<file path="src/sv/assert_macros.svh">
// assertion macros used by the top level rtl file
`ifndef ASSERT_MACROS_SVH
`define ASSERT_MACROS_SVH

// property must hold at every clock outside reset
`define ASSERT_CLK(lbl, prop) \
  lbl: assert property (@(posedge clk_i) disable iff (!rst_ni) prop) \
    else $error("property violated");

// condition must never be seen outside reset
`define ASSERT_NEVER(lbl, cond) \
  lbl: assert property (@(posedge clk_i) disable iff (!rst_ni) !(cond)) \
    else $error("forbidden condition seen");

`endif

</file>
<file path="src/sv/wsts_pkg.sv">
// constants and types of the weighted server task scheduler
package wsts_pkg;

  localparam int NUM_SERVERS_DEF = 16;
  localparam int TIME_BITS_DEF   = 48;

  localparam int KIND_W   = 1;
  localparam int SLOT_W   = 4;
  localparam int WEIGHT_W = 16;
  localparam int DUR_W    = 16;
  localparam int SRV_W    = 4;
  localparam int START_W  = 48;
  localparam int CFG_W    = 5;

  localparam logic [CFG_W-1:0]  CNT_RESET = 5'd16;
  localparam logic [KIND_W-1:0] KIND_LOAD = 1'b0;
  localparam logic [KIND_W-1:0] KIND_TASK = 1'b1;

  // controls from the sequencer to the compare unit
  typedef struct packed {
    logic clear;     // start of a new task
    logic elem_vld;  // one server's busy time and weight present this cycle
  } scan_ctl_t;

endpackage

</file>
<file path="src/sv/wsts_ram.sv">
// generic single write, single read ram with registered read data
module wsts_ram #(
  parameter int WIDTH = 16,
  parameter int DEPTH = 16,
  localparam int AW = (DEPTH > 1) ? $clog2(DEPTH) : 1
) (
  input  logic             clk_i,
  input  logic             we_i,
  input  logic [AW-1:0]    waddr_i,
  input  logic [WIDTH-1:0] wdata_i,
  input  logic [AW-1:0]    raddr_i,
  output logic [WIDTH-1:0] rdata_o
);

  logic [WIDTH-1:0] mem_q [DEPTH];
  logic [WIDTH-1:0] rdata_q;

  always_ff @(posedge clk_i) begin
    if (we_i) begin
      mem_q[waddr_i] <= wdata_i;
    end
    rdata_q <= mem_q[raddr_i];
  end

  assign rdata_o = rdata_q;

endmodule

</file>
<file path="src/sv/wsts_scan.sv">
// compare unit: one server per cycle, tracks best free server and earliest busy server
module wsts_scan #(
  parameter int IDX_W     = 4,
  parameter int TIME_BITS = 48
) (
  input  logic                          clk_i,
  input  logic                          rst_ni,
  input  wsts_pkg::scan_ctl_t           ctl_i,
  input  logic [TIME_BITS-1:0]          t0_i,
  input  logic [IDX_W-1:0]              idx_i,
  input  logic [TIME_BITS-1:0]          busy_i,
  input  logic [wsts_pkg::WEIGHT_W-1:0] weight_i,
  output logic                          free_fnd_o,
  output logic [IDX_W-1:0]              free_idx_o,
  output logic [TIME_BITS-1:0]          min_busy_o,
  output logic [IDX_W-1:0]              min_idx_o
);
  import wsts_pkg::*;

  logic                 free_fnd_q, free_fnd_d;
  logic [IDX_W-1:0]     free_idx_q, free_idx_d;
  logic [WEIGHT_W-1:0]  free_w_q, free_w_d;
  logic                 min_set_q, min_set_d;
  logic [TIME_BITS-1:0] min_busy_q, min_busy_d;
  logic [IDX_W-1:0]     min_idx_q, min_idx_d;
  logic [WEIGHT_W-1:0]  min_w_q, min_w_d;

  always_comb begin
    free_fnd_d = free_fnd_q;
    free_idx_d = free_idx_q;
    free_w_d   = free_w_q;
    min_set_d  = min_set_q;
    min_busy_d = min_busy_q;
    min_idx_d  = min_idx_q;
    min_w_d    = min_w_q;
    if (ctl_i.clear) begin
      free_fnd_d = 1'b0;
      min_set_d  = 1'b0;
    end else if (ctl_i.elem_vld) begin
      // free at the arrival time: lighter weight wins, ties keep lower index
      if (busy_i <= t0_i) begin
        if (!free_fnd_q || (weight_i < free_w_q)) begin
          free_fnd_d = 1'b1;
          free_idx_d = idx_i;
          free_w_d   = weight_i;
        end
      end
      // earliest busy-until, lightest among equal times
      if (!min_set_q || (busy_i < min_busy_q)) begin
        min_set_d  = 1'b1;
        min_busy_d = busy_i;
        min_idx_d  = idx_i;
        min_w_d    = weight_i;
      end else if ((busy_i == min_busy_q) && (weight_i < min_w_q)) begin
        min_idx_d = idx_i;
        min_w_d   = weight_i;
      end
    end
  end

  always_ff @(posedge clk_i or negedge rst_ni) begin
    if (!rst_ni) begin
      free_fnd_q <= 1'b0;
      min_set_q  <= 1'b0;
    end else begin
      free_fnd_q <= free_fnd_d;
      min_set_q  <= min_set_d;
    end
  end

  always_ff @(posedge clk_i) begin
    free_idx_q <= free_idx_d;
    free_w_q   <= free_w_d;
    min_busy_q <= min_busy_d;
    min_idx_q  <= min_idx_d;
    min_w_q    <= min_w_d;
  end

  assign free_fnd_o = free_fnd_q;
  assign free_idx_o = free_idx_q;
  assign min_busy_o = min_busy_q;
  assign min_idx_o  = min_idx_q;

endmodule

</file>
<file path="src/sv/weighted_server_task_scheduler_top.sv">
// top level of the weighted server task scheduler
//
// Input channel (in_valid_i / in_stall_o) carries one beat per item: kind 0
// loads a server weight, kind 1 is a task arrival with its duration. Output
// channel (out_valid_o / out_stall_i) carries one beat per task: the chosen
// server and its start time. Weight loads give no output beat.
// cfg_we_i writes server_count (servers in use, from index 0); write it only
// while the block is idle.
// A weight load is written when it is accepted. A task, once accepted, runs
// through the scan, tail and done states over the servers in use: the
// compare unit looks at one server per cycle, fed from the busy-time and
// weight rams through their single registered read port.
// The result sits in an output register; the next item is accepted while it
// waits. A task that finishes while that register is still stalled waits in
// its last step until the beat is taken.
// Reset clears all weights, busy times, the clock and the task counter (by
// per-server valid bits, no clearing pass) and sets server_count to 16.
module weighted_server_task_scheduler_top #(
  parameter int NUM_SERVERS = wsts_pkg::NUM_SERVERS_DEF,
  parameter int TIME_BITS   = wsts_pkg::TIME_BITS_DEF
) (
  input  logic                          clk_i,
  input  logic                          rst_ni,
  input  logic                          cfg_we_i,
  input  logic [wsts_pkg::CFG_W-1:0]    cfg_wdata_i,
  input  logic                          in_valid_i,
  output logic                          in_stall_o,
  input  logic [wsts_pkg::KIND_W-1:0]   kind_i,
  input  logic [wsts_pkg::SLOT_W-1:0]   server_slot_i,
  input  logic [wsts_pkg::WEIGHT_W-1:0] weight_i,
  input  logic [wsts_pkg::DUR_W-1:0]    duration_i,
  output logic                          out_valid_o,
  input  logic                          out_stall_i,
  output logic [wsts_pkg::SRV_W-1:0]    assigned_server_o,
  output logic [wsts_pkg::START_W-1:0]  start_time_o
);
  import wsts_pkg::*;

  localparam int IDX_W = (NUM_SERVERS > 1) ? $clog2(NUM_SERVERS) : 1;
  localparam int SEL_W = ($clog2(NUM_SERVERS + 1) > CFG_W) ? $clog2(NUM_SERVERS + 1) : CFG_W;

  localparam logic [1:0] ST_IDLE = 2'd0;
  localparam logic [1:0] ST_SCAN = 2'd1;
  localparam logic [1:0] ST_TAIL = 2'd2;
  localparam logic [1:0] ST_DONE = 2'd3;

  logic [1:0]           state_q, state_d;
  logic [CFG_W-1:0]     server_count_q;
  logic [TIME_BITS-1:0] cur_time_q, task_num_q;
  logic [TIME_BITS-1:0] t0_q;
  logic [DUR_W-1:0]     dur_q;
  logic [IDX_W-1:0]     last_idx_q, rd_idx_q;
  logic [IDX_W-1:0]     e_idx_q;
  logic                 e_vld_q;
  logic                 e_bvld_q, e_wvld_q;
  logic [NUM_SERVERS-1:0] busy_vld_q, wgt_vld_q;

  logic                 out_valid_q;
  logic [SRV_W-1:0]     out_srv_q;
  logic [START_W-1:0]   out_start_q;

  logic                 in_acc, is_load, is_task, slot_ok;
  logic [SEL_W-1:0]     cnt_ext, num_c, n_act;
  logic [IDX_W-1:0]     last_idx;
  logic [TIME_BITS-1:0] t_arr;

  logic                 wgt_we;
  logic [WEIGHT_W-1:0]  wgt_rdata;
  logic [TIME_BITS-1:0] busy_rdata;
  logic                 busy_we;
  logic [TIME_BITS-1:0] busy_wdata;

  scan_ctl_t            scan_ctl;
  logic [TIME_BITS-1:0] elem_busy;
  logic [WEIGHT_W-1:0]  elem_wgt;
  logic                 free_fnd;
  logic [IDX_W-1:0]     free_idx, min_idx;
  logic [TIME_BITS-1:0] min_busy;

  logic                 done_go;
  logic [TIME_BITS-1:0] t_fin;
  logic [IDX_W-1:0]     best;
  logic [TIME_BITS:0]   end_sum;

  // handshake and item decode
  assign in_stall_o = (state_q != ST_IDLE);
  assign in_acc     = in_valid_i && !in_stall_o;
  assign is_load    = in_acc && (kind_i == KIND_LOAD);
  assign is_task    = in_acc && (kind_i == KIND_TASK);
  assign slot_ok    = SEL_W'(server_slot_i) < SEL_W'(NUM_SERVERS);
  assign wgt_we     = is_load && slot_ok;

  // servers in use: zero counts as one, clipped to the pool size
  assign cnt_ext  = SEL_W'(server_count_q);
  assign num_c    = SEL_W'(NUM_SERVERS);
  assign n_act    = (cnt_ext == '0) ? SEL_W'(1) : ((cnt_ext > num_c) ? num_c : cnt_ext);
  assign last_idx = IDX_W'(n_act - SEL_W'(1));
  assign t_arr    = (task_num_q > cur_time_q) ? task_num_q : cur_time_q;

  wsts_ram #(
    .WIDTH (WEIGHT_W),
    .DEPTH (NUM_SERVERS)
  ) u_wgt_ram (
    .clk_i   (clk_i),
    .we_i    (wgt_we),
    .waddr_i (IDX_W'(server_slot_i)),
    .wdata_i (weight_i),
    .raddr_i (rd_idx_q),
    .rdata_o (wgt_rdata)
  );

  wsts_ram #(
    .WIDTH (TIME_BITS),
    .DEPTH (NUM_SERVERS)
  ) u_busy_ram (
    .clk_i   (clk_i),
    .we_i    (busy_we),
    .waddr_i (best),
    .wdata_i (busy_wdata),
    .raddr_i (rd_idx_q),
    .rdata_o (busy_rdata)
  );

  // never-written entries read as zero
  assign elem_busy = e_bvld_q ? busy_rdata : '0;
  assign elem_wgt  = e_wvld_q ? wgt_rdata : '0;

  assign scan_ctl.clear    = is_task;
  assign scan_ctl.elem_vld = e_vld_q;

  wsts_scan #(
    .IDX_W     (IDX_W),
    .TIME_BITS (TIME_BITS)
  ) u_scan (
    .clk_i      (clk_i),
    .rst_ni     (rst_ni),
    .ctl_i      (scan_ctl),
    .t0_i       (t0_q),
    .idx_i      (e_idx_q),
    .busy_i     (elem_busy),
    .weight_i   (elem_wgt),
    .free_fnd_o (free_fnd),
    .free_idx_o (free_idx),
    .min_busy_o (min_busy),
    .min_idx_o  (min_idx)
  );

  // no free server: jump to the earliest busy-until
  assign t_fin      = free_fnd ? t0_q : min_busy;
  assign best       = free_fnd ? free_idx : min_idx;
  assign end_sum    = {1'b0, t_fin} + {{(TIME_BITS + 1 - DUR_W){1'b0}}, dur_q};
  assign busy_wdata = end_sum[TIME_BITS] ? '1 : end_sum[TIME_BITS-1:0];
  assign done_go    = (state_q == ST_DONE) && !(out_valid_q && out_stall_i);
  assign busy_we    = done_go;

  always_comb begin
    state_d = state_q;
    case (state_q)
      ST_IDLE: begin
        if (is_task) begin
          state_d = ST_SCAN;
        end
      end
      ST_SCAN: begin
        if (rd_idx_q == last_idx_q) begin
          state_d = ST_TAIL;
        end
      end
      ST_TAIL: begin
        state_d = ST_DONE;
      end
      ST_DONE: begin
        if (done_go) begin
          state_d = ST_IDLE;
        end
      end
      default: begin
        state_d = ST_IDLE;
      end
    endcase
  end

  always_ff @(posedge clk_i or negedge rst_ni) begin
    if (!rst_ni) begin
      state_q        <= ST_IDLE;
      server_count_q <= CNT_RESET;
      cur_time_q     <= '0;
      task_num_q     <= '0;
      busy_vld_q     <= '0;
      wgt_vld_q      <= '0;
      e_vld_q        <= 1'b0;
      out_valid_q    <= 1'b0;
      rd_idx_q       <= '0;
    end else begin
      state_q <= state_d;
      e_vld_q <= (state_q == ST_SCAN);
      if (cfg_we_i) begin
        server_count_q <= cfg_wdata_i;
      end
      if (wgt_we) begin
        wgt_vld_q[IDX_W'(server_slot_i)] <= 1'b1;
      end
      if (is_task) begin
        rd_idx_q <= '0;
      end else if (state_q == ST_SCAN) begin
        rd_idx_q <= rd_idx_q + IDX_W'(1);
      end
      if (done_go) begin
        busy_vld_q[best] <= 1'b1;
        cur_time_q       <= t_fin;
        if (task_num_q != '1) begin
          task_num_q <= task_num_q + TIME_BITS'(1);
        end
        out_valid_q <= 1'b1;
      end else if (!out_stall_i) begin
        out_valid_q <= 1'b0;
      end
    end
  end

  always_ff @(posedge clk_i) begin
    if (is_task) begin
      t0_q       <= t_arr;
      dur_q      <= duration_i;
      last_idx_q <= last_idx;
    end
    e_idx_q  <= rd_idx_q;
    e_bvld_q <= busy_vld_q[rd_idx_q];
    e_wvld_q <= wgt_vld_q[rd_idx_q];
    if (done_go) begin
      out_srv_q   <= SRV_W'(best);
      out_start_q <= START_W'(t_fin);
    end
  end

  assign out_valid_o       = out_valid_q;
  assign assigned_server_o = out_srv_q;
  assign start_time_o      = out_start_q;

`include "assert_macros.svh"

  `ASSERT_CLK(a_out_from_done, $rose(out_valid_q) |-> $past(state_q == ST_DONE))
  `ASSERT_CLK(a_scan_in_range, (state_q == ST_SCAN) |-> (rd_idx_q <= last_idx_q))
  `ASSERT_NEVER(a_busy_we_blocked, busy_we && out_valid_q && out_stall_i)
  `ASSERT_CLK(a_tail_after_scan, (state_q == ST_TAIL) |-> $past(state_q == ST_SCAN))

endmodule

</file>
<file path="config.mk">
export PLATFORM = sky130hd
export DESIGN_NAME = weighted_server_task_scheduler_top
export DESIGN_NICKNAME = d
export VERILOG_FILES = /design/src/sv/wsts_pkg.sv /design/src/sv/wsts_ram.sv /design/src/sv/wsts_scan.sv /design/src/sv/weighted_server_task_scheduler_top.sv
export VERILOG_INCLUDE_DIRS = /design/src /design/src/sv
export SDC_FILE = /design/constraint.sdc
export NUM_CORES = 2
export LEC_CHECK = 0
export BUFFER_PORTS_ARGS = -buffer_cell sky130_fd_sc_hd__buf_2
export CORE_ASPECT_RATIO = 0.6
export CORE_MARGIN = 2
export CORE_UTILIZATION = 50
export DETAILED_ROUTE_END_ITERATION = 12
export PLACE_DENSITY_LB_ADDON = 0.2
export SETUP_SLACK_MARGIN = 0.15
export SKIP_CTS_REPAIR_TIMING = 1
export SYNTH_ARGS = -nofsm -noshare
export SYNTH_HDL_FRONTEND = slang
export SYNTH_HIERARCHICAL = 1
export SYNTH_SLANG_ARGS = --single-unit
export TNS_END_PERCENT = 10
</file>
<file path="constraint.sdc">
create_clock -name clk_i -period 10.9 [get_ports clk_i]
set_clock_uncertainty 0.2 [all_clocks]
set_input_delay 1.09 -clock clk_i [delete_from_list [all_inputs] [get_ports clk_i]]
set_output_delay 1.09 -clock clk_i [all_outputs]
set_load 0.02 [all_outputs]
</file>
# Yosys cells after proc, flatten, opt, wreduce, memory -nomap -nowiden
# Memory sizes are Yosys's and may differ from the RTL's. A register that Yosys moved wholly into a read port is not among the register bits.
# Cells that the tools add are included.
# Widths: inputs -> output; s select.
[op_classes]
n_addsub = 4
order_cmp = 11
n_eq_ne = 10
mux = 39
bitwise_logic = 4
reduce_logical = 30
[ops]
columns = ["op", "count"]
rows = [
  ["$mux 48", 4],
  ["$add 48x16->49", 1],
  ["$add 48x1->48 const B", 1],
  ["$eq 48x48->1", 1],
  ["$gt 48x48->1", 1],
  ["$le 48x48->1", 1],
  ["$lt 48x48->1", 1],
  ["$mux 16", 3],
  ["$ne 48x48->1 const B", 1],
  ["$lt 16x16->1", 2],
  ["$or 16x16->16", 2],
  ["$mux 4", 7],
  ["$mux 1", 17],
  ["$lt 4x5->1 const B", 3],
  ["$reduce_bool 2->1", 7],
  ["$reduce_and 3->1", 4],
  ["$bmux 1 s4", 2],
  ["$demux 1 s4", 2],
  ["$ge 4x1->1 const B", 2],
  ["$logic_and 1x1->1", 8],
  ["$pmux 2 s4", 1],
  ["$mux 2", 3],
  ["$ne 2x2->1 const B", 3],
  ["$gt 5x5->1 const B", 1],
  ["13 further kinds", 20],
]
[word_totals]
reg_bits = 357
ram_bits = 1024
n_memories = 2
[mem_list]
columns = ["name", "words", "word_bits", "rd", "rd_clocked_by_memory_dff", "write_ports", "line", "rtl"]
rows = [
  ["u_busy_ram.mem_q", 16, 48, 1, 1, 1, "wsts_ram.sv:15", "logic [WIDTH-1:0] mem_q [DEPTH];"],
  ["u_wgt_ram.mem_q", 16, 16, 1, 1, 1, "wsts_ram.sv:15", ""],
]

# Logic depth before layout (Yosys ltp)
[depth]
depth_word = 7
ltp_mapped = 17
mapped_depth_nobuf = 10

# Modules after synthesis
# Netlist, hierarchy kept.
[by_module_without_submodules]
columns = ["mod", "instances", "cells_each", "area_each_um2", "seq_area_each_um2"]
rows = [
  ["wsts_ram (u_busy_ram)", 1, 1242, 29694.7, 24023.0],
  ["weighted_server_task_scheduler_top", 1, 1346, 14556.5, 7253.2],
  ["wsts_ram (u_wgt_ram)", 1, 432, 10043.4, 8007.7],
  ["wsts_scan", 1, 548, 5944.5, 2692.6],
]

# Worst setup path after synthesis
# No wires, ideal clock.
[synth_timing]
path_type = "input to register"
from = "in out_stall_i"
to = "mem u_busy_ram/mem_q[0][0] in the netlist's numbering, enable pin"
arrival_ps = 7327
required_time_ps = 10187
setup_slack_ps = 2861
stages = 8
path_cell_list = "nand2_1 -> nand2_1 -> clkbuf_1 -> inv_1 -> clkbuf_1 -> clkbuf_1 -> or3b_2 -> nor3_1"
[synth_between]
elab_chain_cells = 5
[synth_rtl]
columns = ["item", "line", "rtl"]
rows = [
  ["from (decl)", "weighted_server_task_scheduler_top.sv:33", "input logic out_stall_i,"],
  ["$logic_and 1x1->1", "weighted_server_task_scheduler_top.sv:153", "assign done_go = (state_q == ST_DONE) && !(out_valid_q && out_stall_i);"],
  ["$logic_not 1->1", "weighted_server_task_scheduler_top.sv:153", ""],
  ["$logic_and 1x1->1", "weighted_server_task_scheduler_top.sv:153", ""],
  ["via busy_we", "weighted_server_task_scheduler_top.sv:70", "logic busy_we;"],
  ["$mux 1", "wsts_ram.sv:19", "if (we_i) begin"],
  ["$mux 1 (implied by the code)", "wsts_ram.sv:20", "mem_q[waddr_i] <= wdata_i;"],
  ["to (decl)", "wsts_ram.sv:15", ""],
]
# The timed path passes the listed nets, and every way through them passes these cells.

# Final worst setup path
[layout_timing]
from = "reg u_scan.free_fnd_q, in the netlist u_scan/free_fnd_o"
to = "mem u_busy_ram/mem_q[8][32] in the netlist's numbering (data pin)"
[layout_between]
elab_chain_cells = 3
[layout_rtl]
columns = ["item", "line", "rtl"]
rows = [
  ["from (decl)", "wsts_scan.sv:20", "logic free_fnd_q, free_fnd_d;"],
  ["from (signal assigned)", "wsts_scan.sv:66", "free_fnd_q <= free_fnd_d;"],
  ["$mux 48", "weighted_server_task_scheduler_top.sv:149", "assign t_fin = free_fnd ? t0_q : min_busy;"],
  ["via t_fin[11]", "weighted_server_task_scheduler_top.sv:81", "logic [TIME_BITS-1:0] t_fin;"],
  ["$add 48x16->49", "weighted_server_task_scheduler_top.sv:151", "assign end_sum = {1'b0, t_fin} + {{(TIME_BITS + 1 - DUR_W){1'b0}}, dur_q};"],
  ["$mux 48", "weighted_server_task_scheduler_top.sv:152", "assign busy_wdata = end_sum[TIME_BITS] ? '1 : end_sum[TIME_BITS-1:0];"],
  ["via busy_wdata[32]", "weighted_server_task_scheduler_top.sv:71", "logic [TIME_BITS-1:0] busy_wdata;"],
]
# The timed path passes the listed nets, and every way through them passes these cells.

==> parameters.txt <==
Parameter                              Value

CTS
  TritonCTS clock tree    done
  Root cell of the clock tree    sky130_fd_sc_hd__clkbuf_16
  Number of buffers added by the clock tree synthesis step    about 130
  H-tree Lvls    4
  Deepest clock path buffer count    3
  Insertion delay of the later-clocked pin in the worst-skew pair    0.76 ns
  Number of sinks driven by the clock tree    1445
  Clock-pin slew reported for the worst setup and hold paths after clock tree synthesis    0.06 ns

Logic synthesis
  Synth Area in Simple Gates    under 10%
  Mean instance size in the synthesized netlist    about 17 um^2
  Post-synth EDFFs    1232
  Top post-synthesis cells by area    sky130_fd_sc_hd__edfxtp_1, sky130_fd_sc_hd__mux4_2, sky130_fd_sc_hd__dfrtp_1, sky130_fd_sc_hd__ha_1, sky130_fd_sc_hd__dfxtp_1
  Post-synthesis async set-or-reset flop share    roughly a tenth
  Cell Area, Synth    60200 um^2
  Fraction of synthesized area in multiplexers    11.9%
  Share of synthesized area occupied by flip-flops and latches    between 60% and 70%
  Largest area contributor in the synthesized netlist    sky130_fd_sc_hd__edfxtp_1
  Number of distinct standard cells referenced by the synthesized netlist    ~90
  Adder-cell share of the synthesized area    slightly above 4%
  Compound-Gate Fraction of Synth Area    5.25%
  Number of warnings issued by yosys    6
  Primary FF master, synth    sky130_fd_sc_hd__edfxtp_1
  Synth Area in XOR/XNOR    under 10%
  Dominant combinational cell family by area after synthesis    multiplexers
  Register bit count reported by yosys    1445
  Post-synth top area share    61.4%
  Syn_nets    between 3k and 4k
  Post-synthesis instance total    3568

Timing
  Sum Neg Setup Slack    0 ns
  Timing-limited maximum frequency    191 MHz
  RSZ-0062 raised after global routing    false
  Final Max Tran Viols    0
  Min setup slack post-route    between 5 and 6 ns
  Least-Margin Pin Slew    ~1.3 ns
  Hold violation total from the final report    0
  Endpoints failing setup    0
  Final worst-path cycle share    approximately 48%
  Max-slew headroom at the worst pin    a little over an eighth
  Time the final worst path needs with I/O delays and setup    between 5 and 6 ns

Routing
  Average detailed-routed wire length per instance    approximately 28 um
  DRC marker count from the first detailed-route iteration    between 4k and 5k
  Overall via count from detail_route    approximately 33k
  First drt pass iteration count    5
  Post-detailed-routing wire length    152000 um
  Drt drc    0
  Count of antenna-violating nets left after detailed routing    0
  Average via count per standard cell    6.05

Floorplan
  Die width    roughly 450 um
  # IOs    a little over 100
  Die area    123000 um^2
  Row Count    98
  Starting density of the core    50.5%
  Die extent in y    between 200 and 300 um
  Core area    around 120000 um^2

Worst setup path
  Max FO, Critical Path    between 40 and 50
  Worst Path Class, Setup    reg2reg
  Required time of the critical path    11.09 ns
  Arr. time, crit path    around 5.4 ns
  CP Launch Type    register
  Kind of capture point of the worst setup path    register

Layout
  Count of fill cells added during filler insertion    around 9.1k
  Area growth from synthesis to layout    11.5%
  Most common cell after layout, fill and taps aside    sky130_fd_sc_hd__edfxtp_1
  Proportion of layout cells with a drive suffix above 1    between 20% and 30%
  Number of nets in the layout    roughly 4.0k
  Highest-count cells in the layout ignoring fill and taps    sky130_fd_sc_hd__edfxtp_1, sky130_fd_sc_hd__mux4_2, sky130_fd_sc_hd__nand2_1

Placement
  Pre-CTS worst setup slack    between 5 and 6 ns
  Routability-driven placement congestion ratio    0.929
  Number of buffers inserted by port buffering    100
  HPWL after detailed placement    about 94000 um

Run
  Number of max-cap violations    0

Global route
  Global-route usage over all layers    between 20% and 30%
  Wire length of the first global-routing pass    220000 um
  Maximum number of pins on one net before global-route repair    roughly 140
  Number of antenna violations at the first check in global routing    16
  Via count of the first global-routing pass    31.7k
  GRT Residual Overflow    0

Pwr
  Worst supply voltage drop on vdd    0.245 mV
  Standby leakage power    roughly 24 nW
  Power density relative to cell area    around 270 nW/um^2

Worst hold path
  Type of the worst min-delay path    in2async

Outcome
  Run status    complete, no violations
[cell families after synthesis]
group	after synthesis
DFF	1445
and+or+nand+nor	671
AOI/OAI and AO/OA	479
muxes	369
buffers and inverters	336
adders and majority gates	198
xor gates and xnor gates	70
[critical path: stages, from the launching register on]
cell	delay [ns]
sky130_fd_sc_hd__dfrtp_4	0.84
sky130_fd_sc_hd__mux2_2	0.43
sky130_fd_sc_hd__ha_1	0.38
sky130_fd_sc_hd__nand2_1	0.20
sky130_fd_sc_hd__nor2_1	0.32
sky130_fd_sc_hd__nand4_1	0.42
sky130_fd_sc_hd__a21oi_2	0.75
sky130_fd_sc_hd__nand2_1	0.31
sky130_fd_sc_hd__a21oi_1	1.00
[path summary, 6_finish.rpt]
path / start / endpoint / slack (ns) / depth (start not counted)
max reg2reg: u_scan/free_fnd_o / u_busy_ram/mem_q[8][32] / 5.66 / 8
min: rst_ni / cur_time_q[3] / 0.18 / 1
max: u_scan/free_fnd_o / u_busy_ram/mem_q[8][32] / 5.66 / 8
max in group asynchronous: rst_ni / u_scan/free_fnd_o / 8.86 / 2
min in group clk_i: e_idx_q[0] / u_scan/min_idx_o[0] / 0.23 / 0
min reg2reg: e_idx_q[0] / u_scan/min_idx_o[0] / 0.23 / 0
[where the power goes]
| part | internal (mW) | switching, mW | leakage, nW |
|---|---|---|---|
| clock | 2.59 | 2.05 | 2.10 |
| sequential | 7.41 | 0.500 | 13.6 |
| combinational | 2.02 | 3.35 | 8.13 |
| total | 12.0 | 5.90 | 23.8 |
[per-layer routing]
metal	up-vias	global-route usage, %	share of wire (%)
met3	184	6.62	11
met2	1520	32.4	41
met5	-	0	0.031
li1	14300	-	-
met1	17000	40.4	47
met4	8	6.13	1.8
[final cells by class]
type                            instances  area, um^2  share of cell area, %
Clock inverter                         63         581                  0.864
Sequential cell                      1445       42000                   62.5
Antenna cell                            5        12.5                 0.0186
Clock buffer                          179        3710                   5.52
Multi-Input combinational cell       1787       17000                   25.3
Inverter                              206         777                   1.16
Timing Repair Buffer                  174        1100                   1.64
Tap cell                             1600        2000                   2.98
[cells in the mapped netlist, types with 5 or more instances]
master and number:
sky130_fd_sc_hd__edfxtp_1 1232, sky130_fd_sc_hd__buf_2 23, sky130_fd_sc_hd__a21o_1 26, sky130_fd_sc_hd__buf_1 15
sky130_fd_sc_hd__xor2_1 19, sky130_fd_sc_hd__mux2_2 86, sky130_fd_sc_hd__o21a_1 5, sky130_fd_sc_hd__o211ai_1 5
sky130_fd_sc_hd__nand3_1 56, sky130_fd_sc_hd__nor3b_1 5, sky130_fd_sc_hd__and2_1 72, sky130_fd_sc_hd__o21ai_0 96
sky130_fd_sc_hd__clkbuf_1 56, sky130_fd_sc_hd__a21oi_1 113, sky130_fd_sc_hd__a211oi_1 7, sky130_fd_sc_hd__nand2_1 243
sky130_fd_sc_hd__o21ai_1 6, sky130_fd_sc_hd__and3_1 18, sky130_fd_sc_hd__nor4_1 13, sky130_fd_sc_hd__dfxtp_1 70
sky130_fd_sc_hd__a31o_2 7, sky130_fd_sc_hd__xnor2_1 51, sky130_fd_sc_hd__o21bai_1 20, sky130_fd_sc_hd__nand3b_1 9
sky130_fd_sc_hd__dfrtp_1 142, sky130_fd_sc_hd__a31oi_1 15, sky130_fd_sc_hd__mux4_1 10, sky130_fd_sc_hd__inv_1 206
sky130_fd_sc_hd__buf_4 26, sky130_fd_sc_hd__a32o_1 7, sky130_fd_sc_hd__mux2i_1 16, sky130_fd_sc_hd__buf_6 10
sky130_fd_sc_hd__nor3_1 36, sky130_fd_sc_hd__and4_1 13, sky130_fd_sc_hd__ha_1 197, sky130_fd_sc_hd__nand2b_1 18
sky130_fd_sc_hd__nand4_1 54, sky130_fd_sc_hd__nor2_1 85, sky130_fd_sc_hd__a22oi_1 130, sky130_fd_sc_hd__mux4_2 256
sky130_fd_sc_hd__nor2b_1 25
[sequential cells by signal, indices dropped and copies added, names as in the netlist, 5 cells and up]
name / count
start_time_o: 48
u_wgt_ram/rdata_o: 16
wgt_vld_q: 16
task_num_q: 48
u_scan/free_w_q: 16
u_scan/min_w_q: 16
cur_time_q: 48
u_wgt_ram/mem_q: 256
busy_vld_q: 16
u_scan/min_busy_o: 48
cnt_ext: 5
dur_q: 16
u_busy_ram/rdata_o: 48
t0_q: 48
u_busy_ram/mem_q: 768
[stage by stage]
| stage | area [um^2] | instances | power [mW] | hold slack, ns | utilization (%) |
|---|---|---|---|---|---|
| after floorplan | 60200 | 3568 | 11.5 | 0.204 | - |
| after global placement | 62900 | 5212 | 13.3 | 0.209 | 52.7 |
| after detailed placement | 62900 | 5212 | 13.3 | 0.214 | 52.7 |
| after CTS | 67200 | 5454 | 18.0 | 0.185 | 56.3 |
| after global routing | 67200 | 5455 | 18.7 | 0.220 | 56.3 |
| final | 67200 | 5459 | 17.9 | 0.178 | 56.3 |
Power figures use the tool's default switching activity.
